--- src/sv/dnwm_pkg.sv ---
`timescale 1ns / 1ps
// ============================================================================
// dnwm_pkg
// Shared constants and types of the 8.3 directory-name wildcard matcher.
// ============================================================================
package dnwm_pkg;

    // Pattern storage in the configuration registers, in characters.
    localparam int STORED_CHARS  = 16;
    localparam int PATTERN_MAX   = 16;
    localparam int NAME_PART_MAX = 8;
    localparam int EXT_PART_MAX  = 3;

    // Pattern positions that the automaton tracks.
    localparam int PAT_SLOTS = (PATTERN_MAX < STORED_CHARS) ? PATTERN_MAX : STORED_CHARS;
    localparam int AUTO_W    = PAT_SLOTS + 1;
    localparam int POS_W     = $clog2(PAT_SLOTS + 1);

    localparam int CHAR_W     = 8;
    localparam int CFG_DATA_W = 64;
    localparam int CFG_IDX_W  = 2;
    localparam int LEN_W      = 5;
    localparam int NAME_CNT_W = $clog2(NAME_PART_MAX + 1);
    localparam int EXT_CNT_W  = $clog2(EXT_PART_MAX + 1);

    localparam logic [CHAR_W-1:0] CHAR_NUL   = 8'h00;
    localparam logic [CHAR_W-1:0] CHAR_STAR  = 8'h2A;
    localparam logic [CHAR_W-1:0] CHAR_DOT   = 8'h2E;
    localparam logic [CHAR_W-1:0] CHAR_QMARK = 8'h3F;

    typedef enum logic [CFG_IDX_W-1:0] {
        CFG_PAT_LOW  = 2'd0,
        CFG_PAT_HIGH = 2'd1,
        CFG_PAT_LEN  = 2'd2
    } t_cfg_idx;

    // How far a name that opens with a dot has got.
    typedef enum logic [1:0] {
        LEAD_NONE = 2'd0,
        LEAD_ONE  = 2'd1,
        LEAD_TWO  = 2'd2
    } t_lead;

    typedef logic [AUTO_W-1:0] t_auto;

endpackage

--- src/sv/dnwm_in_if.sv ---
`timescale 1ns / 1ps
// ============================================================================
// dnwm_in_if
// Name byte channel: one byte of a directory entry name per transfer.
// ============================================================================
interface dnwm_in_if;
    import dnwm_pkg::*;

    logic              valid;
    logic              ready;
    logic [CHAR_W-1:0] name_char;
    logic              name_last;

    modport source (output valid, output name_char, output name_last, input ready);
    modport sink   (input valid, input name_char, input name_last, output ready);
endinterface

--- src/sv/dnwm_out_if.sv ---
`timescale 1ns / 1ps
// ============================================================================
// dnwm_out_if
// Result channel: one match decision per name.
// ============================================================================
interface dnwm_out_if;
    logic valid;
    logic ready;
    logic matched;
    logic name_valid;

    modport source (output valid, output matched, output name_valid, input ready);
    modport sink   (input valid, input matched, input name_valid, output ready);
endinterface

--- src/sv/dnwm_cfg_if.sv ---
`timescale 1ns / 1ps
// ============================================================================
// dnwm_cfg_if
// Configuration write channel: register index and write data.
// ============================================================================
interface dnwm_cfg_if;
    import dnwm_pkg::*;

    logic                  valid;
    logic                  ready;
    logic [CFG_IDX_W-1:0]  index;
    logic [CFG_DATA_W-1:0] data;

    modport source (output valid, output index, output data, input ready);
    modport sink   (input valid, input index, input data, output ready);
endinterface

--- src/sv/dos_name_wildcard_matcher_core.sv ---
`timescale 1ns / 1ps
// ============================================================================
// dos_name_wildcard_matcher_core
// Matches 8.3 directory entry names, one byte per transfer, against a
// wildcard pattern of up to 16 characters.
// ============================================================================
// The block takes one name byte per clock cycle, back to back, with no gaps
// between names, unless a final byte is held by a full output register. A byte
// lands in an input register and is folded into the bit-parallel pattern
// automaton and the 8.3 counters on the next edge, but for such a held final
// byte; on the final byte of a name the decision is written to an output
// register, so the result passes the input register and then the output
// register. The output register lets the next name stream in while a decision
// waits to be taken. Each position of the pattern is one bit of the automaton,
// each star-run closure takes a single adder, and pattern writes act on later bytes.
module dos_name_wildcard_matcher_core (
    input  logic i_clk,
    input  logic i_rst_n,
    dnwm_in_if.sink    i_in,
    dnwm_cfg_if.sink   i_cfg,
    dnwm_out_if.source o_res
);
    import dnwm_pkg::*;

    // Reach every position that a run of stars lets the set slide over.
    // The carries of (s & m) + m run exactly along the star runs.
    function automatic t_auto f_closure(input t_auto s, input t_auto m);
        t_auto a;
        t_auto sum;
        a   = s & m;
        sum = a + m;
        return s | (sum ^ a ^ m);
    endfunction

    // Configuration registers.
    logic [CFG_DATA_W-1:0] r_pat_low;
    logic [CFG_DATA_W-1:0] r_pat_high;
    logic [LEN_W-1:0]      r_pat_len;

    // Input register.
    logic              r_in_valid;
    logic [CHAR_W-1:0] r_in_char;
    logic              r_in_last;

    // Per-name state.
    t_auto                 r_active, n_active;
    logic [NAME_CNT_W-1:0] r_name_cnt, n_name_cnt;
    logic [EXT_CNT_W-1:0]  r_ext_cnt, n_ext_cnt;
    logic                  r_dot_seen, n_dot_seen;
    logic                  r_broken, n_broken;
    t_lead                 r_lead, n_lead;
    logic                  r_all_dots, n_all_dots;
    logic                  r_first, n_first;
    logic                  r_ended, n_ended;

    // Output register.
    logic r_out_valid;
    logic r_matched, n_matched;
    logic r_name_valid;

    logic [CHAR_W-1:0]    w_pat [PAT_SLOTS];
    logic [PAT_SLOTS-1:0] w_slot_ok;
    logic [POS_W-1:0]     w_len;
    logic [PAT_SLOTS-1:0] w_in_len;
    logic [PAT_SLOTS-1:0] w_step_m;
    t_auto                w_star_m;
    t_auto                w_pre;
    t_auto                w_nxt;
    t_auto                w_adv;
    t_auto                w_start;
    t_lead                w_lead_now;
    logic                 w_feed;
    logic                 w_star_dot_star;
    logic                 w_out_free;
    logic                 w_proc;
    logic                 w_in_take;

    // ------------------------------------------------------------------------
    // Pattern decode
    // ------------------------------------------------------------------------
    always_comb begin
        for (int i = 0; i < PAT_SLOTS; i++) begin
            if (i < 8) begin
                w_pat[i] = r_pat_low[8*i +: 8];
            end else begin
                w_pat[i] = r_pat_high[8*(i-8) +: 8];
            end
            w_slot_ok[i] = (LEN_W'(i) < r_pat_len) && (w_pat[i] != CHAR_NUL);
        end
    end

    // The pattern ends at the register length or at its first zero byte.
    always_comb begin
        w_len = POS_W'(PAT_SLOTS);
        for (int i = PAT_SLOTS - 1; i >= 0; i--) begin
            if (!w_slot_ok[i]) begin
                w_len = POS_W'(i);
            end
        end
    end

    always_comb begin
        w_star_m = '0;
        for (int i = 0; i < PAT_SLOTS; i++) begin
            w_in_len[i] = POS_W'(i) < w_len;
            w_star_m[i] = w_in_len[i] && (w_pat[i] == CHAR_STAR);
            w_step_m[i] = w_in_len[i] && (w_pat[i] != CHAR_STAR) &&
                          ((w_pat[i] == CHAR_QMARK) || (w_pat[i] == r_in_char));
        end
    end

    assign w_star_dot_star = (w_len == POS_W'(3)) && (w_pat[0] == CHAR_STAR) &&
                             (w_pat[1] == CHAR_DOT) && (w_pat[2] == CHAR_STAR);

    // ------------------------------------------------------------------------
    // Automaton step
    // ------------------------------------------------------------------------
    assign w_pre   = f_closure(r_active, w_star_m);
    assign w_start = f_closure(t_auto'(1), w_star_m);

    always_comb begin
        w_nxt = '0;
        for (int i = 0; i < PAT_SLOTS; i++) begin
            w_nxt[i]   = w_nxt[i] | (w_pre[i] & w_star_m[i]);
            w_nxt[i+1] = w_pre[i] & w_step_m[i];
        end
    end

    assign w_adv = f_closure(w_nxt, w_star_m);

    // ------------------------------------------------------------------------
    // 8.3 rule
    // ------------------------------------------------------------------------
    always_comb begin
        n_name_cnt = r_name_cnt;
        n_ext_cnt  = r_ext_cnt;
        n_dot_seen = r_dot_seen;
        n_broken   = r_broken;
        n_lead     = r_lead;
        n_all_dots = r_all_dots;
        n_first    = r_first;
        n_ended    = r_ended;
        w_feed     = 1'b0;
        w_lead_now = r_lead;
        if (!r_ended && !r_broken) begin
            if (r_in_char == CHAR_NUL) begin
                n_ended = 1'b1;
            end else begin
                n_first = 1'b0;
                if (r_first && (r_in_char == CHAR_DOT)) begin
                    w_lead_now = LEAD_ONE;
                end
                n_all_dots = r_all_dots && (r_in_char == CHAR_DOT);
                n_lead     = w_lead_now;
                if (w_lead_now != LEAD_NONE) begin
                    // Only "." and ".." survive a leading dot.
                    if ((w_lead_now == LEAD_ONE) && n_all_dots) begin
                        w_feed = 1'b1;
                        if ((r_name_cnt == '0) && (r_ext_cnt == '0) && !r_dot_seen) begin
                            n_dot_seen = 1'b1;
                        end else begin
                            n_lead = LEAD_TWO;
                        end
                    end else begin
                        n_broken = 1'b1;
                    end
                end else if (!r_dot_seen) begin
                    if (r_in_char == CHAR_DOT) begin
                        n_dot_seen = 1'b1;
                        w_feed     = 1'b1;
                    end else if (r_name_cnt < NAME_CNT_W'(NAME_PART_MAX)) begin
                        n_name_cnt = r_name_cnt + NAME_CNT_W'(1);
                        w_feed     = 1'b1;
                    end else begin
                        n_broken = 1'b1;
                    end
                end else begin
                    if (r_ext_cnt < EXT_CNT_W'(EXT_PART_MAX)) begin
                        n_ext_cnt = r_ext_cnt + EXT_CNT_W'(1);
                        w_feed    = 1'b1;
                    end else begin
                        n_broken = 1'b1;
                    end
                end
            end
        end
    end

    assign n_active = w_feed ? w_adv : r_active;

    // A broken name is matched as the empty name.
    always_comb begin
        if (w_star_dot_star) begin
            n_matched = 1'b1;
        end else if (n_broken) begin
            n_matched = w_start[w_len];
        end else if (w_feed) begin
            n_matched = w_adv[w_len];
        end else begin
            n_matched = w_pre[w_len];
        end
    end

    // ------------------------------------------------------------------------
    // Flow control
    // ------------------------------------------------------------------------
    assign w_out_free = !r_out_valid || o_res.ready;
    assign w_proc     = r_in_valid && (!r_in_last || w_out_free);
    assign w_in_take  = i_in.valid && i_in.ready;

    assign i_in.ready       = !r_in_valid || w_proc;
    assign i_cfg.ready      = 1'b1;
    assign o_res.valid      = r_out_valid;
    assign o_res.matched    = r_matched;
    assign o_res.name_valid = r_name_valid;

    always_ff @(posedge i_clk) begin
        if (!i_rst_n) begin
            r_pat_low  <= '0;
            r_pat_high <= '0;
            r_pat_len  <= '0;
        end else if (i_cfg.valid && i_cfg.ready) begin
            case (t_cfg_idx'(i_cfg.index))
                CFG_PAT_LOW:  r_pat_low  <= i_cfg.data;
                CFG_PAT_HIGH: r_pat_high <= i_cfg.data;
                CFG_PAT_LEN:  r_pat_len  <= i_cfg.data[LEN_W-1:0];
                default: begin
                end
            endcase
        end
    end

    always_ff @(posedge i_clk) begin
        if (!i_rst_n) begin
            r_in_valid <= 1'b0;
        end else if (w_in_take) begin
            r_in_valid <= 1'b1;
        end else if (w_proc) begin
            r_in_valid <= 1'b0;
        end
    end

    always_ff @(posedge i_clk) begin
        if (w_in_take) begin
            r_in_char <= i_in.name_char;
            r_in_last <= i_in.name_last;
        end
    end

    // The final byte of a name restarts the state with the current pattern.
    always_ff @(posedge i_clk) begin
        if (!i_rst_n) begin
            r_active   <= t_auto'(1);
            r_name_cnt <= '0;
            r_ext_cnt  <= '0;
            r_dot_seen <= 1'b0;
            r_broken   <= 1'b0;
            r_lead     <= LEAD_NONE;
            r_all_dots <= 1'b1;
            r_first    <= 1'b1;
            r_ended    <= 1'b0;
        end else if (w_proc) begin
            if (r_in_last) begin
                r_active   <= w_start;
                r_name_cnt <= '0;
                r_ext_cnt  <= '0;
                r_dot_seen <= 1'b0;
                r_broken   <= 1'b0;
                r_lead     <= LEAD_NONE;
                r_all_dots <= 1'b1;
                r_first    <= 1'b1;
                r_ended    <= 1'b0;
            end else begin
                r_active   <= n_active;
                r_name_cnt <= n_name_cnt;
                r_ext_cnt  <= n_ext_cnt;
                r_dot_seen <= n_dot_seen;
                r_broken   <= n_broken;
                r_lead     <= n_lead;
                r_all_dots <= n_all_dots;
                r_first    <= n_first;
                r_ended    <= n_ended;
            end
        end
    end

    always_ff @(posedge i_clk) begin
        if (!i_rst_n) begin
            r_out_valid <= 1'b0;
        end else if (w_proc && r_in_last) begin
            r_out_valid <= 1'b1;
        end else if (o_res.ready) begin
            r_out_valid <= 1'b0;
        end
    end

    always_ff @(posedge i_clk) begin
        if (w_proc && r_in_last) begin
            r_matched    <= n_matched;
            r_name_valid <= !n_broken;
        end
    end

`ifndef SYNTHESIS
    // A waiting byte is never dropped or overwritten.
    a_in_hold: assert property (@(posedge i_clk) disable iff (!i_rst_n)
        (r_in_valid && !w_proc) |=> (r_in_valid && $stable(r_in_char) && $stable(r_in_last)))
        else $error("input register changed before its byte was used");

    // A final byte never passes while an untaken decision is still waiting.
    a_no_overrun: assert property (@(posedge i_clk) disable iff (!i_rst_n)
        (r_out_valid && !o_res.ready) |-> !(w_proc && r_in_last))
        else $error("decision overwritten before transfer");

    // After the final byte the name state starts over.
    a_restart: assert property (@(posedge i_clk) disable iff (!i_rst_n)
        (w_proc && r_in_last) |=> (r_name_cnt == '0 && r_ext_cnt == '0 && !r_dot_seen &&
                                   !r_broken && r_first && r_all_dots && !r_ended))
        else $error("name state not restarted after final byte");

    // The part counters stay within the 8.3 limits.
    a_cnt_range: assert property (@(posedge i_clk) disable iff (!i_rst_n)
        (r_name_cnt <= NAME_CNT_W'(NAME_PART_MAX)) && (r_ext_cnt <= EXT_CNT_W'(EXT_PART_MAX)))
        else $error("8.3 part counter out of range");

    // A name can only break once some byte of it has been taken.
    a_broken_after_byte: assert property (@(posedge i_clk) disable iff (!i_rst_n)
        r_broken |-> !r_first)
        else $error("name broken before its first byte");
`endif

endmodule

--- src/flat_wrapper.sv ---
// flat-port wrapper written by rule: the top's interface ports become plain ports
module dos_name_wildcard_matcher_core_flat import dnwm_pkg::*;
  (i_clk, i_rst_n, i_in_valid, i_in_name_char, i_in_name_last, i_in_ready, i_cfg_valid, i_cfg_index, i_cfg_data, i_cfg_ready, o_res_valid, o_res_matched, o_res_name_valid, o_res_ready);
  dnwm_in_if i_in_i ();
  dnwm_cfg_if i_cfg_i ();
  dnwm_out_if o_res_i ();
  input  logic i_clk;
  input  logic i_rst_n;
  input wire logic [$bits(i_in_i.valid)-1:0] i_in_valid;
  input wire logic [$bits(i_in_i.name_char)-1:0] i_in_name_char;
  input wire logic [$bits(i_in_i.name_last)-1:0] i_in_name_last;
  output wire logic [$bits(i_in_i.ready)-1:0] i_in_ready;
  input wire logic [$bits(i_cfg_i.valid)-1:0] i_cfg_valid;
  input wire logic [$bits(i_cfg_i.index)-1:0] i_cfg_index;
  input wire logic [$bits(i_cfg_i.data)-1:0] i_cfg_data;
  output wire logic [$bits(i_cfg_i.ready)-1:0] i_cfg_ready;
  output wire logic [$bits(o_res_i.valid)-1:0] o_res_valid;
  output wire logic [$bits(o_res_i.matched)-1:0] o_res_matched;
  output wire logic [$bits(o_res_i.name_valid)-1:0] o_res_name_valid;
  input wire logic [$bits(o_res_i.ready)-1:0] o_res_ready;
  assign i_in_i.valid = i_in_valid;
  assign i_in_i.name_char = i_in_name_char;
  assign i_in_i.name_last = i_in_name_last;
  assign i_in_ready = i_in_i.ready;
  assign i_cfg_i.valid = i_cfg_valid;
  assign i_cfg_i.index = i_cfg_index;
  assign i_cfg_i.data = i_cfg_data;
  assign i_cfg_ready = i_cfg_i.ready;
  assign o_res_valid = o_res_i.valid;
  assign o_res_matched = o_res_i.matched;
  assign o_res_name_valid = o_res_i.name_valid;
  assign o_res_i.ready = o_res_ready;
  dos_name_wildcard_matcher_core u_core (.i_clk(i_clk), .i_rst_n(i_rst_n), .i_in(i_in_i), .i_cfg(i_cfg_i), .o_res(o_res_i));
endmodule
--- config.mk ---
export PLATFORM = sky130hd
export DESIGN_NAME = dos_name_wildcard_matcher_core_flat
export DESIGN_NICKNAME = d
export VERILOG_FILES = /design/src/sv/dnwm_pkg.sv /design/src/sv/dnwm_in_if.sv /design/src/sv/dnwm_out_if.sv /design/src/sv/dnwm_cfg_if.sv /design/src/sv/dos_name_wildcard_matcher_core.sv /design/src/flat_wrapper.sv
export SDC_FILE = /design/constraint.sdc
export NUM_CORES = 1
export LEC_CHECK = 0
export BUFFER_PORTS_ARGS = -buffer_cell sky130_fd_sc_hd__buf_2
export CAP_MARGIN = 20
export CORE_MARGIN = 4
export CORE_UTILIZATION = 44
export CTS_CLUSTER_DIAMETER = 30
export DETAILED_ROUTE_END_ITERATION = 12
export MAX_ROUTING_LAYER = met4
export PLACE_DENSITY = 0.67
export SLEW_MARGIN = 30
export SYNTH_ARGS = -nofsm -noshare
export SYNTH_HDL_FRONTEND = slang
export SYNTH_SLANG_ARGS = --single-unit
--- constraint.sdc ---
create_clock -name i_clk -period 4.9 [get_ports i_clk]
set_input_delay 0.49 -clock i_clk [delete_from_list [all_inputs] [get_ports i_clk]]
set_output_delay 0.49 -clock i_clk [all_outputs]
set_load 0.02 [all_outputs]
Yosys cells after proc, flatten, opt, wreduce, memory -nomap -nowiden
Cells that the tools add are included.
Storage, ports and cells
  flip-flop bits (word level): 176
  output and inout port bits: 5
  word-level logic and storage cells: 417
  input bits: 80
Cells by class
  add/subtract/negate cells: 5
  bitwise operators: 57
  reduce and logical (&&, ||, !) cells: 140
  order comparisons: 35
  equal/unequal tests: 76
  multiplexer cells: 86
Operators by type and width (number)
  8-bit by 6-bit == test with 1-bit output, second input constant: 34
  8-bit == test: 16
  8-bit by 6-bit != test with 1-bit output, second input constant: 16
  8-bit nonzero test: 16
  4-bit by 5-bit less-than comparator with 1-bit output, first input constant: 16
  5-bit two-way mux: 16
  1-bit logical AND: 76
  17-bit by 16-bit XOR with 17-bit output: 3
  1-bit two-way mux: 43
  3-bit by 5-bit less-than comparator with 1-bit output, first input constant: 8
  17-bit by 16-bit adder with 17-bit output: 2
  17-bit by 16-bit bitwise AND with 17-bit output: 2
  17-bit two-way mux: 2
  17-bit OR: 2
  17-bit XOR: 2
  1-bit bitwise AND: 32
  2-bit two-way mux: 15
  4-bit two-way mux: 7
  1-bit by 5-bit less-than comparator with 1-bit output, first input constant: 4
  2-bit by 5-bit less-than comparator with 1-bit output, first input constant: 4
  1-bit logical OR: 19
  2-bit nonzero test: 9
  1-bit by 16-bit adder with 17-bit output: 1
  17-bit by 1-bit XOR with 17-bit output: 1
  other kinds (21): 53

Logic depth before layout (Yosys ltp)
Gate-level depths: netlist (run 1).
  word-level depth: 36
  depth in mapped cells: 22
  gate-level depth less buffers: 20

Worst setup path after synthesis (run 1)
OpenSTA, ideal clock, no wires.
  path type: register -> register
  from: register u_core.r_pat_low[2]
  to: register u_core.r_matched (netlist: u_core.o_res.matched) (data pin)
  stages on the path, launching flop included: 17
  setup slack: -31 ps
  library setup time: 271 ps
  clock period less this slack: 4931 ps
  data required time: 4629 ps
  path buffers: 0
  data arrival time: 4660 ps
  path through: dfxtp_1 or4_1 a2111oi_0 and2_1 ha_1 or4_1 a21oi_1 a211oi_1 a221o_1 a311oi_2 a2111o_2 a21oi_2 a221o_1 o32ai_1 a221o_1 a221oi_1 a32oi_1
On the way
  longest elaborated chain between the ends: 21
  elaborated cells on any way between the ends: 144
  those cells by class: 3 x add/sub; 16 x order compare; 5 x eq/ne; 9 x mux; 57 x bitwise; 54 x reduce/logical
RTL lines
  from (decl): RTL line dos_name_wildcard_matcher_core.sv:36  | logic [CFG_DATA_W-1:0] r_pat_low;
  from (signal assigned): RTL line dos_name_wildcard_matcher_core.sv:224  | CFG_PAT_LOW: r_pat_low <= i_cfg.data;
  8-bit nonzero test: RTL line dos_name_wildcard_matcher_core.sv:88  | w_slot_ok[i] = (LEN_W'(i) < r_pat_len) && (w_pat[i] != CHAR_NUL);
  1-bit logical AND: RTL line dos_name_wildcard_matcher_core.sv:88
  5-bit two-way mux: RTL line dos_name_wildcard_matcher_core.sv:96  | if (!w_slot_ok[i]) begin
  1-bit by 5-bit less-than comparator with 1-bit output, or another cell as far along: RTL line dos_name_wildcard_matcher_core.sv:105  | w_in_len[i] = POS_W'(i) < w_len;
  1-bit logical AND: RTL line dos_name_wildcard_matcher_core.sv:106  | w_star_m[i] = w_in_len[i] && (w_pat[i] == CHAR_STAR);
  17-bit by 16-bit bitwise AND with 17-bit output: RTL line dos_name_wildcard_matcher_core.sv:30  | a = s & m;
  17-bit by 16-bit adder with 17-bit output: RTL line dos_name_wildcard_matcher_core.sv:31  | sum = a + m;
  17-bit XOR: RTL line dos_name_wildcard_matcher_core.sv:32  | return s | (sum ^ a ^ m);
  [5 not listed]
  17-bit by 16-bit adder with 17-bit output: RTL line dos_name_wildcard_matcher_core.sv:31
  17-bit XOR: RTL line dos_name_wildcard_matcher_core.sv:32
  17-bit by 16-bit XOR with 17-bit output: RTL line dos_name_wildcard_matcher_core.sv:32
  17-bit OR: RTL line dos_name_wildcard_matcher_core.sv:32
  1-bit binary-select mux with 5-bit select: RTL line dos_name_wildcard_matcher_core.sv:198  | n_matched = w_adv[w_len];
  1-bit two-way mux (implied by the code): RTL line dos_name_wildcard_matcher_core.sv:198
  1-bit two-way mux: RTL line dos_name_wildcard_matcher_core.sv:197  | end else if (w_feed) begin
  1-bit two-way mux: RTL line dos_name_wildcard_matcher_core.sv:195  | end else if (n_broken) begin
  to (signal assigned): RTL line dos_name_wildcard_matcher_core.sv:299  | r_matched <= n_matched;
  to (decl): RTL line dos_name_wildcard_matcher_core.sv:58  | logic r_matched, n_matched;
Parallel ways exist; a longest one is shown, timed or not. The select of a mux whose other input is x is not followed.
A chain may end at the register's enable or synchronous reset.

Worst setup path in the final report (run 1)
  from: register u_core.r_pat_low[8]
  to: register u_core.r_matched (netlist: u_core.o_res.matched) (data pin)
On the way
  longest elaborated chain between the ends: 22
  elaborated cells on any way between the ends: 146
  those cells by class: 3 x add/sub; 16 x order compare; 6 x eq/ne; 10 x mux; 57 x bitwise; 54 x reduce/logical
RTL lines (RTL line)
  8-bit nonzero test: dos_name_wildcard_matcher_core.sv:88
  1-bit logical AND: dos_name_wildcard_matcher_core.sv:88
  5-bit two-way mux (2 in series): dos_name_wildcard_matcher_core.sv:96
  1-bit by 5-bit less-than comparator with 1-bit output, or another cell as far along: dos_name_wildcard_matcher_core.sv:105
  1-bit logical AND: dos_name_wildcard_matcher_core.sv:106
  17-bit by 16-bit bitwise AND with 17-bit output: dos_name_wildcard_matcher_core.sv:30
  17-bit by 16-bit adder with 17-bit output: dos_name_wildcard_matcher_core.sv:31
  17-bit XOR: dos_name_wildcard_matcher_core.sv:32
  [5 not listed]
  17-bit by 16-bit adder with 17-bit output: dos_name_wildcard_matcher_core.sv:31
  17-bit XOR: dos_name_wildcard_matcher_core.sv:32
  17-bit by 16-bit XOR with 17-bit output: dos_name_wildcard_matcher_core.sv:32
  17-bit OR: dos_name_wildcard_matcher_core.sv:32
  1-bit binary-select mux with 5-bit select: dos_name_wildcard_matcher_core.sv:198
  1-bit two-way mux (implied by the code): dos_name_wildcard_matcher_core.sv:198
  1-bit two-way mux: dos_name_wildcard_matcher_core.sv:197
  1-bit two-way mux: dos_name_wildcard_matcher_core.sv:195
Parallel ways exist; a longest one is shown, timed or not. The select of a mux whose other input is x is not followed.

==> impl_results.md, run 1 <==
* Most area-consuming cells after synthesis: dfxtp_1, nand2_1, a21oi_1
* Util after Layout at 51.6%
* CTS Root Cell: clkbuf_16
* Hold Path Class: in -> reg
* Required @ worst endpoint at 5.08 ns
* Die width at 171 um
* Power Density at 266 mW/mm^2
* Non-Filler Cell Area, Final at 0.0135 mm^2
* Max Clock Skew at 0.0178 ns
* Seq/Total Area, Yosys at 31.0%
* Bufs on Longest Clock Path at 2
* Die ar. at 0.0293 mm^2
* Ys Warns at 0
* Status: finished clean
* Max Freq at 0.213 GHz
* Port buffer count at 83
* CP endpoint kind: register
* Final Hold Viols at 0
* Cell taking the most area after synthesis: dfxtp_1
* Vias at 12700
* Commonest non-fill, non-tap cell in the layout: nand2_1
* Placed insts at 2027
* Tmin final at 4.69 ns
* GRT Util Overall at 29.7%
* Worst-Skew Late Latency at 0.45 ns
* Drc violations at 0
* CTS Buf Count at 17
* Number of max-cap violations at 0
* Row cnt at 59
* Clk slew on worst S/H paths at 0.09 ns
* # diodes at 0
* Max rail drop VDD at 0.216 mV
* DP Area at 0.0128 mm^2
* Post-Layout Cell Count at 2061
* Area grow syn2layout at 15.1%
* Leak at 4.71 nW
* H-tree levels at 4
* Layout cell share with drive strength beyond 1 at 13.2%
* Die H at 171 um
* Max FO, Critical Path at 12
* First-pass detailed-route iteration total at 8
* Post-route ant nets at 0
* Endpoints failing setup at 0
* Vias per inst at 6.17
* Slew margin rel. at 27.4%
* Vias in the first global route at 11800
* Area of the multi-input gates at 0.00771 mm^2
* GP Congestion at 1.01
* Number of flops mapped to enable cells by yosys at 11
* Average routed wire per standard cell at 20.8 um
* Initial antenna violation count at 1
* Async S/R FF share, synth at 0%
* Post-synth cell types at 85
* Final max-slew violation count at 0
* Starting density of the core at 44.8%
* GR Overflow Total at 0
* DR iter-0 viols at 1365
* CP Class: reg -> reg
* Syn_nets at 1711
* Yosys top cell area share at 28.2%
* DP Wirelength at 31500 um
* Overall Power at 3.58 mW
* Worst Path Arrival at 4.87 ns
* Final Net Count at 1800
* CTS tree: built
* Core area at 0.0261 mm^2
* Sink Count at 176
* Period utilization at 95.8%
* CP startpoint kind: register
* Synthesized cell area at 0.0117 mm^2
* Most common flop cell mapped by yosys: dfxtp_1
* First-pass GRT wire length at 66800 um
* Post-synthesis cell count at 1624
* Synth Register Bits at 176
* Num ports at 85
* Sequential standard cell area at 0.00363 mm^2
* Pin slew with the least headroom to its limit at 1.08 ns
* Setup WS pre-CTS at 0.0704 ns
* Avg Cell Area, Syn at 7.21 um^2
* Most frequent cells in the layout: nand2_1, a21oi_1, dfxtp_1
* Fill cells at 2623
* Setup ws final at 0.206 ns
* Post-Route WL at 42900 um
* Largest net degree at the start of global routing at 99
-- critical path, stage by stage (launching register included) --
cell and delay [ns]:
dfxtp_1 0.36, or4_1 0.56, buf_4 0.18, or3_4 0.40, and4_4 0.23, and3_1 0.27
a221o_1 0.40, a311oi_2 0.33, a2111o_2 0.23, nand2_1 0.10, a221o_1 0.37, a21oi_1 0.15
inv_1 0.08, a221o_1 0.31, a221oi_1 0.30, a32oi_1 0.15
-- layout make-up --
| cell class | count | share of cell area [%] |
|---|---|---|
| Clock inverter | 15 | 1.50 |
| Clock buffer | 17 | 3.16 |
| Timing Repair Buffer | 161 | 7.43 |
| Sequential cell | 176 | 27.0 |
| Multi-Input combinational cell | 1336 | 57.2 |
| Inverter | 21 | 0.622 |
| Tap cell | 335 | 3.11 |
-- layer usage --
layer	GRT usage, %	wire length (um)
met1	42.3	19900
met2	44.4	18800
met3	3.95	3240
met4	7.79	971
met5	-	0
-- where the power goes --
part	switching, mW	internal, mW
logic	0.316	0.189
registers	0.0683	1.49
clock network	0.763	0.751
-- cell usage after synthesis (4+ instances only) --
| cell | instances |
|---|---|
| a211o_1 | 11 |
| a211oi_1 | 20 |
| a21o_1 | 13 |
| a21oi_1 | 193 |
| a221o_1 | 8 |
| a22oi_1 | 4 |
| a311oi_1 | 6 |
| a31o_2 | 4 |
| a31oi_1 | 23 |
| a32o_1 | 4 |
| a32oi_1 | 7 |
| and2_1 | 13 |
| and3_1 | 19 |
| and4_1 | 6 |
| buf_1 | 12 |
| buf_2 | 7 |
| clkbuf_1 | 70 |
| dfxtp_1 | 165 |
| edfxtp_1 | 11 |
| ha_1 | 7 |
| inv_1 | 20 |
| mux2i_1 | 7 |
| nand2_1 | 345 |
| nand2b_1 | 12 |
| nand3_1 | 45 |
| nand4_1 | 48 |
| nand4b_1 | 4 |
| nor2_1 | 118 |
| nor2b_1 | 9 |
| nor3_1 | 50 |
| nor4_1 | 38 |
| o2111ai_1 | 4 |
| o211a_1 | 4 |
| o211ai_1 | 16 |
| o21a_1 | 5 |
| o21ai_0 | 40 |
| o21ai_1 | 10 |
| o22ai_1 | 5 |
| o31a_1 | 4 |
| o31ai_1 | 9 |
| or3_1 | 12 |
| or4_1 | 11 |
| xnor2_1 | 84 |
| xor2_1 | 50 |
-- path summary, 6_finish.rpt --
kind	slack (ns)	cells past startpoint	from	end
worst max register to register	0.21	15	u_core.r_pat_low[8]	u_core.o_res.matched
worst min-delay path	0.21	1	i_in_name_char[4]	u_core.r_in_char[4]
worst max-delay path	0.21	15	u_core.r_pat_low[8]	u_core.o_res.matched
worst min register to register	0.49	2	u_core.r_ext_cnt[1]	u_core.r_ext_cnt[1]
-- stage by stage --
stage / setup TNS [ns] / hold WS (ns)
after floorplan: 0 / 0.443
after global placement: 0 / 0.472
after detailed placement: 0 / 0.477
after CTS: 0 / 0.195
after global routing: -0.0135 / 0.196
final: 0 / 0.205
-- logic make-up after synthesis --
| kind of cell | Yosys count | synth area share (%) |
|---|---|---|
| buf+inv | 112 | 3.76 |
| xor+xnor | 134 | 10.0 |
| simple gates | 756 | 30.3 |
| flops | 176 | 31.0 |
| mux | 7 | 0.598 |
| other cells | 1 | 0.0320 |
| compound gates | 431 | 23.5 |
| fa+ha+maj | 7 | 0.748 |
-- state kept, by name (all words and copies together) (netlist names) --
register,flops
u_core.r_pat_low,64
u_core.r_dot_seen,1
u_core.r_pat_len,5
u_core.r_in_last,1
u_core.r_all_dots,1
u_core.r_broken,1
u_core.r_ended,1
u_core.r_first,1
u_core.r_in_char,8
u_core.o_res.matched,1
u_core.r_lead,2
u_core.r_active,17
u_core.o_res.valid,1
u_core.r_ext_cnt,2
u_core.o_res.name_valid,1
u_core.r_pat_high,64
u_core.r_in_valid,1
u_core.r_name_cnt,4
-- repair_timing --
item                                    CTS  global route
gates resized for setup                   0            13
endpoints found under the setup margin    0             5
buffers inserted                          0             2
hold buffers                              0             0
(Power assumes the default switching activity.)
==> run 2: changes to the inputs <==
--- a/config.mk
+++ b/config.mk
@@ -8,11 +8,12 @@
 export BUFFER_PORTS_ARGS = -buffer_cell sky130_fd_sc_hd__buf_2
 export CAP_MARGIN = 20
 export CORE_MARGIN = 4
-export CORE_UTILIZATION = 44
+export CORE_UTILIZATION = 55
 export CTS_CLUSTER_DIAMETER = 30
 export DETAILED_ROUTE_END_ITERATION = 12
+export GPL_TIMING_DRIVEN = 0
 export MAX_ROUTING_LAYER = met4
-export PLACE_DENSITY = 0.67
+export PLACE_DENSITY = 0.8
 export SLEW_MARGIN = 30
 export SYNTH_ARGS = -nofsm -noshare
 export SYNTH_HDL_FRONTEND = slang
==> impl_results.md, run 2 (synthesis gave the netlist of run 1 again) <==
* Status: complete, but fails checks
* Failing checks: negative setup slack
* Internal power at 2.44 mW
* Post-Route WL at 46300 um
* Clk pwr share at 41.5%
* Commonest non-fill, non-tap cell in the layout: nand2_1
* Power Density at 263 mW/mm^2
* Switching part of the total at 32.4%
* Non-Filler Cell Area, Final at 0.0137 mm^2
* DP Wirelength at 34100 um
* Die width at 154 um
* Num ports at 85
* Die ar. at 0.0237 mm^2
* Initial antenna violation count at 0
* Clk slew on worst S/H paths at 0.09 ns
* Largest net degree at the start of global routing at 21
* CP Class: reg -> reg
* Final Net Count at 1830
* R2R Setup Slk at -0.004 ns
* First-pass GRT wire length at 70800 um
* Max Clock Skew at 0.0165 ns
* Hold Path Class: in -> reg
* # diodes at 0
* Max FO, Critical Path at 10
* Most frequent cells in the layout: nand2_1, a21oi_1, dfxtp_1
* Max Freq at 0.204 GHz
* Post-route ant nets at 0
* Vias in the first global route at 12600
* Slew margin rel. at 28.3%
* Switching pwr at 1.17 mW
* Overall Power at 3.60 mW
* Vias at 13600
* Crit path largest cell delay at 0.49 ns
* Bufs on Longest Clock Path at 2
* Max rail drop VDD at 0.284 mV
* CP endpoint kind: register
* Area grow syn2layout at 16.8%
* CTS Buf Count at 17
* DP Area at 0.0125 mm^2
* CTS tree: built
* Final TNS setup at -0.00389 ns
* Row cnt at 53
* Vias per inst at 6.67
* Final max-slew violation count at 0
* GP Congestion at 1.07
* CTS Root Cell: clkbuf_16
* Average routed wire per standard cell at 22.8 um
* Tmin final at 4.90 ns
* Crit path cell chain: buf_2, a31oi_1, a31oi_1, nand4b_1, buf_4, a211oi_4, a311oi_2, a2111o_1, a31oi_1, and2_1, a31oi_2, a221o_1, o31a_1, a211o_1, nand2_1, a32oi_1
* CTS Hold Bufs at 0
* Leak at 4.66 nW
* GR Overflow Total at 0
* CP most frequent cell: a31oi_1
* Endpoints failing setup at 1
* Number of max-cap violations at 0
* Layout cell share with drive strength beyond 1 at 13.2%
* Flop pwr share at 43.7%
* Critical Path End: u_core.o_res.matched
* CP delay by family, top: compound AO/OA/AOI/OAI gates
* Unrepaired setup endpoints after global routing: true
* Worst Reg-to-Reg Cells at 16
* Period utilization at 100%
* Regs by FF count: u_core.r_pat_high (64), u_core.r_pat_low (64), u_core.r_active (17)
* R2R Path Start: u_core.r_pat_len[2]
* Port buffer count at 82
* Combinational power share at 14.8%
* Core area at 0.0210 mm^2
* Final Hold Viols at 0
* Starting density of the core at 55.9%
* R2r endpoint: u_core.o_res.matched
* Critical path launch point: u_core.r_pat_len[2]
* Die H at 154 um
* H-tree levels at 4
* Setup ws final at -0.00389 ns
* GRT Util Overall at 38.9%
* Required @ worst endpoint at 5.07 ns
* Drc violations at 0
* Pin slew with the least headroom to its limit at 1.08 ns
* Slowest cell on crit path: dfxtp_1
* First-pass detailed-route iteration total at 6
* Sink Count at 176
* CP startpoint kind: register
* Hold Worst Slack at 0.210 ns
* Worst-Skew Late Latency at 0.45 ns
* WP depth at 16
* DR iter-0 viols at 1730
* Worst Path Arrival at 5.08 ns
* Buffers & Inverters on Critical Path at 2
## run 2: timing repair
item	CTS	global route
endpoints found under the hold margin	0	0
endpoints found under the setup margin	8	5
setup buffers	10	14
gates cloned	0	0
pin swaps	9	14
gates resized for setup	34	49
## run 2: worst reg2reg max path, stage by stage (launching register included)
cell and delay, ns:
dfxtp_1 0.49, buf_2 0.28, a31oi_1 0.17, a31oi_1 0.34, nand4b_1 0.17, buf_4 0.21
a211oi_4 0.45, a311oi_2 0.21, a2111o_1 0.45, a31oi_1 0.26, and2_1 0.28, a31oi_2 0.19
a221o_1 0.36, o31a_1 0.30, a211o_1 0.29, nand2_1 0.07, a32oi_1 0.11
## run 2: power by group through the flow
stage | clock network (mW) | registers [mW] | logic (mW)
final | 1.50 | 1.57 | 0.532
after global routing | 1.54 | 1.58 | 0.569
after CTS | 1.49 | 1.56 | 0.515
after detailed placement | 0 | 1.59 | 0.498
after global placement | 0 | 1.59 | 0.488
after floorplan | 0 | 1.57 | 0.323
## run 2: routing by layer
| layer | share of wire [%] | routed length (um) | vias up | track usage [%] |
|---|---|---|---|---|
| met1 | 38 | 17600 | 6218 | 49.6 |
| met2 | 43 | 19800 | 979 | 57.2 |
| met4 | 7.1 | 3310 | 0 | 22.2 |
| met5 | 0 | 0 | - | - |
| met3 | 12 | 5610 | 249 | 8.08 |
| li1 | - | - | 6107 | - |
## run 2: worst min path at each step
stage / startpoint / endpoint / slack [ns] / cells past startpoint
2_1_floorplan: u_core.r_active[12] / u_core.r_active[12] / 0.44 / 2
3_5_place_dp: u_core.r_active[12] / u_core.r_active[12] / 0.46 / 2
3_3_place_gp: u_core.r_active[12] / u_core.r_active[12] / 0.45 / 2
6_report: i_in_name_char[7] / u_core.r_in_char[7] / 0.21 / 1
5_1_grt: i_in_name_char[4] / u_core.r_in_char[4] / 0.20 / 1
4_1_cts: i_in_name_char[7] / u_core.r_in_char[7] / 0.21 / 1
## run 2: layout make-up
class | instances | area (um^2)
inverters | 21 | 78.8
repair buffers | 107 | 613
well taps | 275 | 344
clock inverters | 15 | 215
multi-input cells | 1336 | 8000
plain buffers | 84 | 364
fillers | 1942 | 7280
flip-flops and latches | 176 | 3640
clock buffers | 17 | 425
## run 2: metrics by stage
stage | worst slack, ns | cells | util, %
final | -0.00389 | 2031 | 65.3
after global routing | -0.125 | 2031 | 65.3
after CTS | 0.00541 | 2023 | 63.9
after detailed placement | -0.844 | 1982 | 59.7
after global placement | -1.35 | 1981 | 59.5
after floorplan | 0.0872 | 1624 | -
